**src/design/ocsr_pkg.sv**
```systemverilog
// Shared types and constants for the octree cell symbol ranker.
package ocsr_pkg;

    localparam int NUM_AXES   = 3;
    localparam int NUM_CELLS  = 8;
    localparam int CELL_BITS  = 3;
    localparam int LEVEL_BITS = 6;
    localparam int CFG_BITS   = 5;
    localparam int CFG_IDX_BITS = 2;

    // configuration register indexes
    localparam logic [CFG_IDX_BITS-1:0] CFG_QUANT_BITS   = 2'd0;
    localparam logic [CFG_IDX_BITS-1:0] CFG_CUR_QUANT_ID = 2'd1;
    localparam logic [CFG_IDX_BITS-1:0] CFG_COMPRESS     = 2'd2;

    // square root unit control and status
    typedef struct packed {
        logic start;
    } t_sqrt_req;

    typedef struct packed {
        logic busy;
        logic done;
    } t_sqrt_stat;

endpackage

```
**src/design/ocsr_isqrt.sv**
```systemverilog
// Digit-serial integer square root, one radicand bit pair per cycle.
module ocsr_isqrt #(
    parameter int ROOT_BITS = 21
) (
    input  logic                        i_clk,
    input  logic                        i_rst_n,
    input  ocsr_pkg::t_sqrt_req         i_req,
    input  logic [2*ROOT_BITS-1:0]      i_radicand,
    output ocsr_pkg::t_sqrt_stat        o_stat,
    output logic [ROOT_BITS-1:0]        o_root
);
    import ocsr_pkg::*;

    localparam int IN_BITS  = 2 * ROOT_BITS;
    localparam int REM_BITS = ROOT_BITS + 2;
    localparam int CNT_BITS = $clog2(ROOT_BITS + 1);

    logic [IN_BITS-1:0]   r_rad, n_rad;
    logic [REM_BITS-1:0]  r_rem, n_rem;
    logic [ROOT_BITS-1:0] r_root, n_root;
    logic [CNT_BITS-1:0]  r_cnt, n_cnt;
    logic                 r_done, n_done;

    logic [REM_BITS+1:0]  rem_shift;
    logic [REM_BITS+1:0]  trial;
    logic [REM_BITS+1:0]  diff;

    assign rem_shift = {r_rem, r_rad[IN_BITS-1 -: 2]};
    assign trial     = (REM_BITS+2)'({r_root, 2'b01});
    assign diff      = rem_shift - trial;

    always_comb begin
        n_rad  = r_rad;
        n_rem  = r_rem;
        n_root = r_root;
        n_cnt  = r_cnt;
        n_done = 1'b0;
        if (i_req.start) begin
            n_rad  = i_radicand;
            n_rem  = '0;
            n_root = '0;
            n_cnt  = CNT_BITS'(ROOT_BITS);
        end else if (r_cnt != '0) begin
            n_rad = r_rad << 2;
            if (rem_shift >= trial) begin
                n_rem  = diff[REM_BITS-1:0];
                n_root = {r_root[ROOT_BITS-2:0], 1'b1};
            end else begin
                n_rem  = rem_shift[REM_BITS-1:0];
                n_root = {r_root[ROOT_BITS-2:0], 1'b0};
            end
            n_cnt  = r_cnt - 1'b1;
            n_done = (r_cnt == CNT_BITS'(1));
        end
    end

    always_ff @(posedge i_clk) begin
        r_rad  <= n_rad;
        r_rem  <= n_rem;
        r_root <= n_root;
        if (!i_rst_n) begin
            r_cnt  <= '0;
            r_done <= 1'b0;
        end else begin
            r_cnt  <= n_cnt;
            r_done <= n_done;
        end
    end

    assign o_stat.busy = (r_cnt != '0);
    assign o_stat.done = r_done;
    assign o_root      = r_root;

endmodule

```
**src/design/octree_cell_symbol_ranker.sv**
```systemverilog
// Top level of the octree cell symbol ranker.
//
//  channel | direction | handshake               | payload
//  cfg     | in        | i_cfg_we                | i_cfg_index, i_cfg_data
//  in      | in        | i_in_valid / o_in_stall | center, nb, old coords, flags
//  out     | out       | o_out_valid / i_out_stall | map_key, map_value, last_pair
//
// One request at a time. A neighbour is squared axis by axis, waits for the digit-serial
// root unit to finish, then takes a multiply and an accumulate step; a new request is
// taken only in idle, after the accumulate step. The last neighbour adds unbalance,
// weighting, priority and ranking, then 8 output pairs at one per cycle while not stalled.
// Reset is synchronous active low; it clears the side sums and control state and restores the config defaults.
// A stalled output pair holds; the input side stays stalled until the run's pairs are gone.
module octree_cell_symbol_ranker #(
    parameter int COORD_BITS = 16,
    parameter int FRAC_BITS  = 4,
    parameter int SUM_BITS   = 32
) (
    input  logic                              i_clk,
    input  logic                              i_rst_n,
    input  logic                              i_cfg_we,
    input  logic [ocsr_pkg::CFG_IDX_BITS-1:0] i_cfg_index,
    input  logic [ocsr_pkg::CFG_BITS-1:0]     i_cfg_data,
    input  logic                              i_in_valid,
    output logic                              o_in_stall,
    input  logic signed [COORD_BITS-1:0]      i_center_x,
    input  logic signed [COORD_BITS-1:0]      i_center_y,
    input  logic signed [COORD_BITS-1:0]      i_center_z,
    input  logic signed [COORD_BITS-1:0]      i_nb_x,
    input  logic signed [COORD_BITS-1:0]      i_nb_y,
    input  logic signed [COORD_BITS-1:0]      i_nb_z,
    input  logic signed [COORD_BITS-1:0]      i_old_x,
    input  logic signed [COORD_BITS-1:0]      i_old_y,
    input  logic signed [COORD_BITS-1:0]      i_old_z,
    input  logic                              i_conquered,
    input  logic                              i_last_neighbour,
    output logic                              o_out_valid,
    input  logic                              i_out_stall,
    output logic [ocsr_pkg::CELL_BITS-1:0]    o_map_key,
    output logic [ocsr_pkg::CELL_BITS-1:0]    o_map_value,
    output logic                              o_last_pair
);
    import ocsr_pkg::*;

    localparam int ABS_BITS  = COORD_BITS + 1;
    localparam int SQ_BITS   = 2 * COORD_BITS + 2;
    localparam int ROOT_BITS = COORD_BITS + 1 + FRAC_BITS;
    localparam int W_BITS    = ROOT_BITS + LEVEL_BITS;
    localparam int ADD_BITS  = (SUM_BITS > W_BITS ? SUM_BITS : W_BITS) + 1;
    localparam int PRIO_BITS = SUM_BITS + 4;

    localparam logic [3:0] S_IDLE = 4'd0;
    localparam logic [3:0] S_SQ   = 4'd1;
    localparam logic [3:0] S_ROOT = 4'd2;
    localparam logic [3:0] S_MUL  = 4'd3;
    localparam logic [3:0] S_ACC  = 4'd4;
    localparam logic [3:0] S_UNB  = 4'd5;
    localparam logic [3:0] S_WGT  = 4'd6;
    localparam logic [3:0] S_PRIO = 4'd7;
    localparam logic [3:0] S_RANK = 4'd8;
    localparam logic [3:0] S_OUT  = 4'd9;

    localparam logic [ADD_BITS-1:0] SUM_MAX = ADD_BITS'({SUM_BITS{1'b1}});

    // config
    logic [CFG_BITS-1:0] r_quant_bits, r_cur_quant_id;
    logic                r_compress;

    logic [3:0]            r_state, n_state;
    logic [CELL_BITS-1:0]  r_cnt, n_cnt;

    // per-neighbour working registers
    logic [ABS_BITS-1:0]   r_abs  [NUM_AXES];
    logic                  r_side [NUM_AXES];
    logic [LEVEL_BITS-1:0] r_level;
    logic                  r_last;
    logic [SQ_BITS-1:0]    r_sq;
    logic [W_BITS-1:0]     r_w;

    logic [SUM_BITS-1:0]   r_lo [NUM_AXES];
    logic [SUM_BITS-1:0]   r_hi [NUM_AXES];
    logic [SUM_BITS-1:0]   r_unb [NUM_AXES];
    logic [1:0]            r_wgt [NUM_AXES];
    logic [PRIO_BITS-1:0]  r_prio [NUM_CELLS];
    logic [CELL_BITS-1:0]  r_pid  [NUM_CELLS];
    logic [CELL_BITS-1:0]  r_sym  [NUM_CELLS];
    logic [CELL_BITS-1:0]  r_cell [NUM_CELLS];

    // root unit
    t_sqrt_req             sq_req;
    t_sqrt_stat            sq_stat;
    logic [ROOT_BITS-1:0]  sq_root;
    logic [2*ROOT_BITS-1:0] radicand;

    logic                  in_acc, out_acc;
    logic [ABS_BITS-1:0]   d_abs  [NUM_AXES];
    logic                  d_low  [NUM_AXES];
    logic [CFG_BITS-1:0]   lvl_base;
    logic [2*ABS_BITS-1:0] prod;
    logic [SQ_BITS-1:0]    sq_next;
    logic [PRIO_BITS-1:0]  cell_prio;
    logic [CELL_BITS-1:0]  rank;

    assign in_acc  = i_in_valid && !o_in_stall;
    assign out_acc = o_out_valid && !i_out_stall;

    // deltas at accept: conquered neighbours use the old position when compressing
    always_comb begin
        logic signed [COORD_BITS-1:0] ctr [NUM_AXES];
        logic signed [COORD_BITS-1:0] pos [NUM_AXES];
        logic signed [ABS_BITS-1:0]   d;
        ctr[0] = i_center_x; ctr[1] = i_center_y; ctr[2] = i_center_z;
        if (i_conquered && r_compress) begin
            pos[0] = i_old_x; pos[1] = i_old_y; pos[2] = i_old_z;
        end else begin
            pos[0] = i_nb_x; pos[1] = i_nb_y; pos[2] = i_nb_z;
        end
        for (int j = 0; j < NUM_AXES; j++) begin
            d = ABS_BITS'(pos[j]) - ABS_BITS'(ctr[j]);
            d_abs[j] = d[ABS_BITS-1] ? ABS_BITS'(-d) : ABS_BITS'(d);
            d_low[j] = d[ABS_BITS-1] || (d == '0);
        end
    end

    assign lvl_base = (r_quant_bits > r_cur_quant_id) ? r_quant_bits - r_cur_quant_id : '0;

    assign prod     = r_abs[r_cnt[1:0]] * r_abs[r_cnt[1:0]];
    // running sum including this cycle's axis, so the root starts on all three
    assign sq_next  = (r_cnt == '0) ? SQ_BITS'(prod) : r_sq + SQ_BITS'(prod);
    assign radicand = (2*ROOT_BITS)'(sq_next) << (2 * FRAC_BITS);
    assign sq_req.start = (r_state == S_SQ) && (r_cnt == CELL_BITS'(NUM_AXES - 1));

    ocsr_isqrt #(.ROOT_BITS(ROOT_BITS)) u_isqrt (
        .i_clk      (i_clk),
        .i_rst_n    (i_rst_n),
        .i_req      (sq_req),
        .i_radicand (radicand),
        .o_stat     (sq_stat),
        .o_root     (sq_root)
    );

    // priority of cell r_cnt: weighted sum of the side each axis bit picks
    always_comb begin
        logic [SUM_BITS-1:0] s;
        cell_prio = '0;
        for (int j = 0; j < NUM_AXES; j++) begin
            s = r_cnt[j] ? r_hi[j] : r_lo[j];
            cell_prio = cell_prio
                      + (r_wgt[j][0] ? PRIO_BITS'(s) : '0)
                      + (r_wgt[j][1] ? PRIO_BITS'(s) << 1 : '0);
        end
    end

    // rank of the head entry; ties go to the lower cell
    always_comb begin
        rank = '0;
        for (int i = 1; i < NUM_CELLS; i++) begin
            if (r_prio[i] < r_prio[0] || (r_prio[i] == r_prio[0] && r_pid[i] < r_pid[0]))
                rank = rank + 1'b1;
        end
    end

    always_comb begin
        n_state = r_state;
        n_cnt   = r_cnt;
        case (r_state)
            S_IDLE: begin
                if (in_acc) begin
                    n_state = S_SQ;
                    n_cnt   = '0;
                end
            end
            S_SQ: begin
                n_cnt = r_cnt + 1'b1;
                if (r_cnt == CELL_BITS'(NUM_AXES - 1))
                    n_state = S_ROOT;
            end
            S_ROOT: begin
                if (sq_stat.done)
                    n_state = S_MUL;
            end
            S_MUL:  n_state = S_ACC;
            S_ACC:  n_state = r_last ? S_UNB : S_IDLE;
            S_UNB:  n_state = S_WGT;
            S_WGT: begin
                n_state = S_PRIO;
                n_cnt   = '0;
            end
            S_PRIO: begin
                n_cnt = r_cnt + 1'b1;
                if (r_cnt == CELL_BITS'(NUM_CELLS - 1))
                    n_state = S_RANK;
            end
            S_RANK: begin
                n_cnt = r_cnt + 1'b1;
                if (r_cnt == CELL_BITS'(NUM_CELLS - 1))
                    n_state = S_OUT;
            end
            S_OUT: begin
                if (out_acc) begin
                    n_cnt = r_cnt + 1'b1;
                    if (r_cnt == CELL_BITS'(NUM_CELLS - 1))
                        n_state = S_IDLE;
                end
            end
            default: n_state = S_IDLE;
        endcase
    end

    always_ff @(posedge i_clk) begin
        if (in_acc) begin
            for (int j = 0; j < NUM_AXES; j++) begin
                r_abs[j]  <= d_abs[j];
                r_side[j] <= !d_low[j];
            end
            r_level <= LEVEL_BITS'(lvl_base) + LEVEL_BITS'(i_conquered);
            r_last  <= i_last_neighbour;
        end
        if (r_state == S_SQ)
            r_sq <= sq_next;
        if (r_state == S_MUL)
            r_w <= W_BITS'(r_level) * W_BITS'(sq_root);
        if (r_state == S_UNB) begin
            for (int j = 0; j < NUM_AXES; j++)
                r_unb[j] <= (r_lo[j] >= r_hi[j]) ? r_lo[j] - r_hi[j] : r_hi[j] - r_lo[j];
        end
        if (r_state == S_WGT) begin
            for (int j = 0; j < NUM_AXES; j++) begin
                logic [1:0] w;
                w = 2'd0;
                for (int k = 0; k < NUM_AXES; k++)
                    if (r_unb[k] < r_unb[j] || (r_unb[k] == r_unb[j] && k < j))
                        w = w + 1'b1;
                r_wgt[j] <= w + 1'b1;
            end
        end
        if (r_state == S_PRIO) begin
            // shift in so entry i ends up holding cell i
            for (int i = 0; i < NUM_CELLS - 1; i++) begin
                r_prio[i] <= r_prio[i+1];
                r_pid[i]  <= r_pid[i+1];
            end
            r_prio[NUM_CELLS-1] <= cell_prio;
            r_pid[NUM_CELLS-1]  <= r_cnt;
        end
        if (r_state == S_RANK) begin
            // rotate: head entry is ranked against all others each cycle
            for (int i = 0; i < NUM_CELLS - 1; i++) begin
                r_prio[i] <= r_prio[i+1];
                r_pid[i]  <= r_pid[i+1];
            end
            r_prio[NUM_CELLS-1] <= r_prio[0];
            r_pid[NUM_CELLS-1]  <= r_pid[0];
            r_sym[r_pid[0]]           <= CELL_BITS'(NUM_CELLS - 1) - rank;
            r_cell[CELL_BITS'(NUM_CELLS - 1) - rank] <= r_pid[0];
        end

        if (!i_rst_n) begin
            r_state        <= S_IDLE;
            r_cnt          <= '0;
            r_quant_bits   <= CFG_BITS'(12);
            r_cur_quant_id <= '0;
            r_compress     <= 1'b1;
            for (int j = 0; j < NUM_AXES; j++) begin
                r_lo[j] <= '0;
                r_hi[j] <= '0;
            end
        end else begin
            r_state <= n_state;
            r_cnt   <= n_cnt;
            if (i_cfg_we) begin
                case (i_cfg_index)
                    CFG_QUANT_BITS:   r_quant_bits   <= i_cfg_data;
                    CFG_CUR_QUANT_ID: r_cur_quant_id <= i_cfg_data;
                    CFG_COMPRESS:     r_compress     <= i_cfg_data[0];
                    default: ;
                endcase
            end
            if (r_state == S_ACC) begin
                // saturating accumulate on the side each axis fell to
                for (int j = 0; j < NUM_AXES; j++) begin
                    logic [ADD_BITS-1:0] s;
                    s = ADD_BITS'(r_side[j] ? r_hi[j] : r_lo[j]) + ADD_BITS'(r_w);
                    if (s > SUM_MAX)
                        s = SUM_MAX;
                    if (r_side[j])
                        r_hi[j] <= SUM_BITS'(s);
                    else
                        r_lo[j] <= SUM_BITS'(s);
                end
            end
            if (r_state == S_PRIO && r_cnt == CELL_BITS'(NUM_CELLS - 1)) begin
                // priorities are captured; the run's sums start fresh
                for (int j = 0; j < NUM_AXES; j++) begin
                    r_lo[j] <= '0;
                    r_hi[j] <= '0;
                end
            end
        end
    end

    assign o_in_stall  = (r_state != S_IDLE);
    assign o_out_valid = (r_state == S_OUT);
    assign o_map_key   = r_cnt;
    assign o_map_value = r_compress ? r_sym[r_cnt] : r_cell[r_cnt];
    assign o_last_pair = (r_cnt == CELL_BITS'(NUM_CELLS - 1));

`ifndef SYNTHESIS
    a_out_blocks_in: assert property (@(posedge i_clk) disable iff (!i_rst_n)
        o_out_valid |-> o_in_stall)
        else $error("input taken while pairs pending");
    a_root_in_wait: assert property (@(posedge i_clk) disable iff (!i_rst_n)
        sq_stat.done |-> (r_state == S_ROOT))
        else $error("root finished outside its wait state");
    a_pair_order: assert property (@(posedge i_clk) disable iff (!i_rst_n)
        (out_acc && !o_last_pair) |=> (o_out_valid && o_map_key == $past(o_map_key) + 1'b1))
        else $error("output pairs out of order");
    a_last_ends: assert property (@(posedge i_clk) disable iff (!i_rst_n)
        (out_acc && o_last_pair) |=> !o_out_valid)
        else $error("output continued after last pair");
`endif

endmodule

```
**config.mk**
```make
export PLATFORM = sky130hd
export DESIGN_NAME = octree_cell_symbol_ranker
export DESIGN_NICKNAME = d
export VERILOG_FILES = /design/src/design/ocsr_pkg.sv /design/src/design/ocsr_isqrt.sv /design/src/design/octree_cell_symbol_ranker.sv
export SDC_FILE = /design/constraint.sdc
export NUM_CORES = 2
export LEC_CHECK = 0
export ABC_AREA = 1
export ABC_CLOCK_PERIOD_IN_PS = 12400
export BUFFER_PORTS_ARGS = -buffer_cell sky130_fd_sc_hd__clkbuf_2
export CORE_UTILIZATION = 25
export DETAILED_ROUTE_END_ITERATION = 8
export HOLD_SLACK_MARGIN = 0.05
export REMOVE_ABC_BUFFERS = 1
export SYNTH_ARGS = -nofsm -noshare
export SYNTH_HDL_FRONTEND = slang
export SYNTH_SLANG_ARGS = --single-unit
```
**constraint.sdc**
```tcl
create_clock -name i_clk -period 12.4 [get_ports i_clk]
set_input_delay 2.48 -clock i_clk [delete_from_list [all_inputs] [get_ports i_clk]]
set_output_delay 2.48 -clock i_clk [all_outputs]
set_load 0.005 [all_outputs]
```
==> impl_metrics.ini <==
[cts]
tritoncts = done
cts-resized-gates = 0
clk_pin_slew_ns = 0.06
post_cts_buffers = 0
clock-sinks = 881
clk_latency_ns = 0.82
cts_buffers = 104
max-clock-path-buffers = 3
root_buffer = clkbuf_16
cts_htree_levels = 3
cts_hold_buf = 0

[drt]
drt-total-wl_um = 259000
num_vias = 67600
antenna_left = 0
drt_pass1_iterations = 6
drc = 0
vias_per_cell = 4.61
wl_per_cell_um = 17.7
drt_iter0_markers = 5167

[worst_setup_path]
required_ns = 13.03
cp_max_fo = 38
critical_path_class = reg2reg
crit_family = adder cells
endpoint_kind = flip-flop
cpPeakStageDelay_ns = 0.98
cp_common_cell = inv_1
startpoint_type = flip-flop
cp_num_buf_inv = 8
slowest_stage = o21ai_0
critPathArrivalTime_ns = 11.04

[grt]
grt_max_degree = 181
grt_util_all_layers_pct = 15.3
grt_first_pass_wirelength_um = 393000
antenna_found_initial = 9
grt_remaining_overflow = 0
grt_pass1_vias = 65400

[cells_and_area]
drive_above_1_share_pct = 6.35
fin_nets = 11700
syn_to_final_growth_pct = 11.6
final_cells = 14700
final_common_cell = nand2_1
stdcell_area_um2 = 92000
final_cell_mix = nand2_1, inv_1, ha_1

[floorplan]
placementRows = 210
start_util_pct = 25.2
die_h_um = 576
dieArea_um2 = 332000
ios = 167
core_area_um2 = 328000
die_w_um = 576

[flow_run]
maxCapViolations = 0

[placed_design]
io_buffers = 166
placed_cells = 14500
dp_slack_ns = 2.08
placed_cell_area_um2 = 88400
place.gp.congestion = 0.974
dp_hpwl_um = 215000

[synth]
ys_seq_area_share_pct = 31.2
synthCells = 10100
synth_cell_types = 76
synth_ff_type = edfxtp_1
netlist_area_um2 = 82400
synth_edf_count = 810
ys_ff_latch = 881
synthTopCellsByArea = edfxtp_1, ha_1, fa_1
ys.warnings.count = 0
yosysTopAreaCell = edfxtp_1
synthArstFlopShare_pct = 0
syn-mean-instance-area_um2 = 8.18
yosys.area.top_type_share_pct = 29.5

[timing]
drv_slew = 0
fin_crit_sh_pct = 83.9
fmax_mhz = 96.1
finClkSkew_ns = 0.108
finalCriticalPeriod_ns = 10.41
relSlewSlack_pct = 11.1
setup_viol = 0
tns_ns = 0
finalHoldViolations = 0
setup_slack_ns = 1.99
rsz0062_at_grt = no
worst_slew_pin_slew_ns = 1.33

[run_status]
outcome = finished clean

[worst_hold_path]
hold_class = reg2reg
## sequential cells by signal, indices dropped and copies added, names as in the netlist, 27 cells and up, named ones only
signal and count:
r_abs 51, r_hi 96, r_lo 96, r_prio 288
r_sq 34, r_unb 96, r_w 27, u_isqrt.r_rad 34
## worst reg2reg max path: cells and delay by family (launching register included)
family | cells | cell delay, ns
and+or+nand+nor | 13 | 1.88
xor gates and xnor gates | 3 | 0.53
AOI/OAI and AO/OA | 7 | 1.90
adders and majority gates | 8 | 3.61
buffers and inverters | 8 | 1.79
DFF | 1 | 0.58
## kinds of logic (layout without fill, tap and decap cells)
kind of cell / Yosys count / in the layout / share of synthesized area [%]
compound gates: 2052 / 2052 / 14.1
flops: 881 / 881 / 31.2
mux: 56 / 56 / 0.744
xor+xnor: 343 / 343 / 3.71
simple gates: 3478 / 3478 / 17.2
fa+ha+maj: 1346 / 1346 / 24.2
buf+inv: 1922 / 2150 / 8.91
other cells: 0 / 5 / 0
## final timing paths
kind,slack (ns),cells after the start,endpoint,start
min,0.41,0,r_prio[1][36],r_prio[1][72]
min reg2reg,0.41,0,r_prio[1][36],r_prio[1][72]
max,1.99,39,u_isqrt.r_rad[41],flip-flop
max reg2reg,1.99,39,u_isqrt.r_rad[41],flip-flop
## per-stage QoR
stage	hold WS [ns]	util, %
2_1_floorplan	0.421	-
3_3_place_gp	0.432	27.0
3_5_place_dp	0.435	27.0
4_1_cts	0.418	28.1
5_1_grt	0.425	28.1
6_report	0.412	28.1
## cell usage after synthesis, drive strengths merged, types with 9 or more instances
cell type  number
a211oi         22
a21boi         23
a21o           61
a21oi         874
a221oi         17
a31oi          44
buf            69
clkbuf        129
clkinv          9
dfxtp          71
edfxtp        810
fa            409
ha            937
inv          1715
mux2           42
mux2i          14
nand2        2161
nand3         262
nand4          77
nor2          785
nor3           88
nor4           26
o211ai         46
o21a           62
o21ai         749
o21bai         49
o221ai         26
o22ai          30
o31ai          12
or2            63
xnor2         100
xor2          243
## metal layers
metal  up-vias  GRT usage (%)  share of wire (%)
met1     32000           20.4                 45
met4         4           6.61                4.5
met5         -              0             0.0093
met3       296           1.32                4.5
met2      1648           25.2                 46
li1      33600              -                  -
## area by class of cell
cell class / instances / area [µm²]
fillers: 35300 / 236000
multi-input cells: 7275 / 49400
flip-flops and latches: 881 / 25700
inverters: 1724 / 6480
well taps: 4346 / 5440
clock buffers: 129 / 2750
repair buffers: 232 / 1340
clock inverters: 65 / 827
diodes: 5 / 12.5
Power is left out: the tool's default activity adds up to more than one toggle a clock period on the data nets, which glitch-free logic cannot reach.
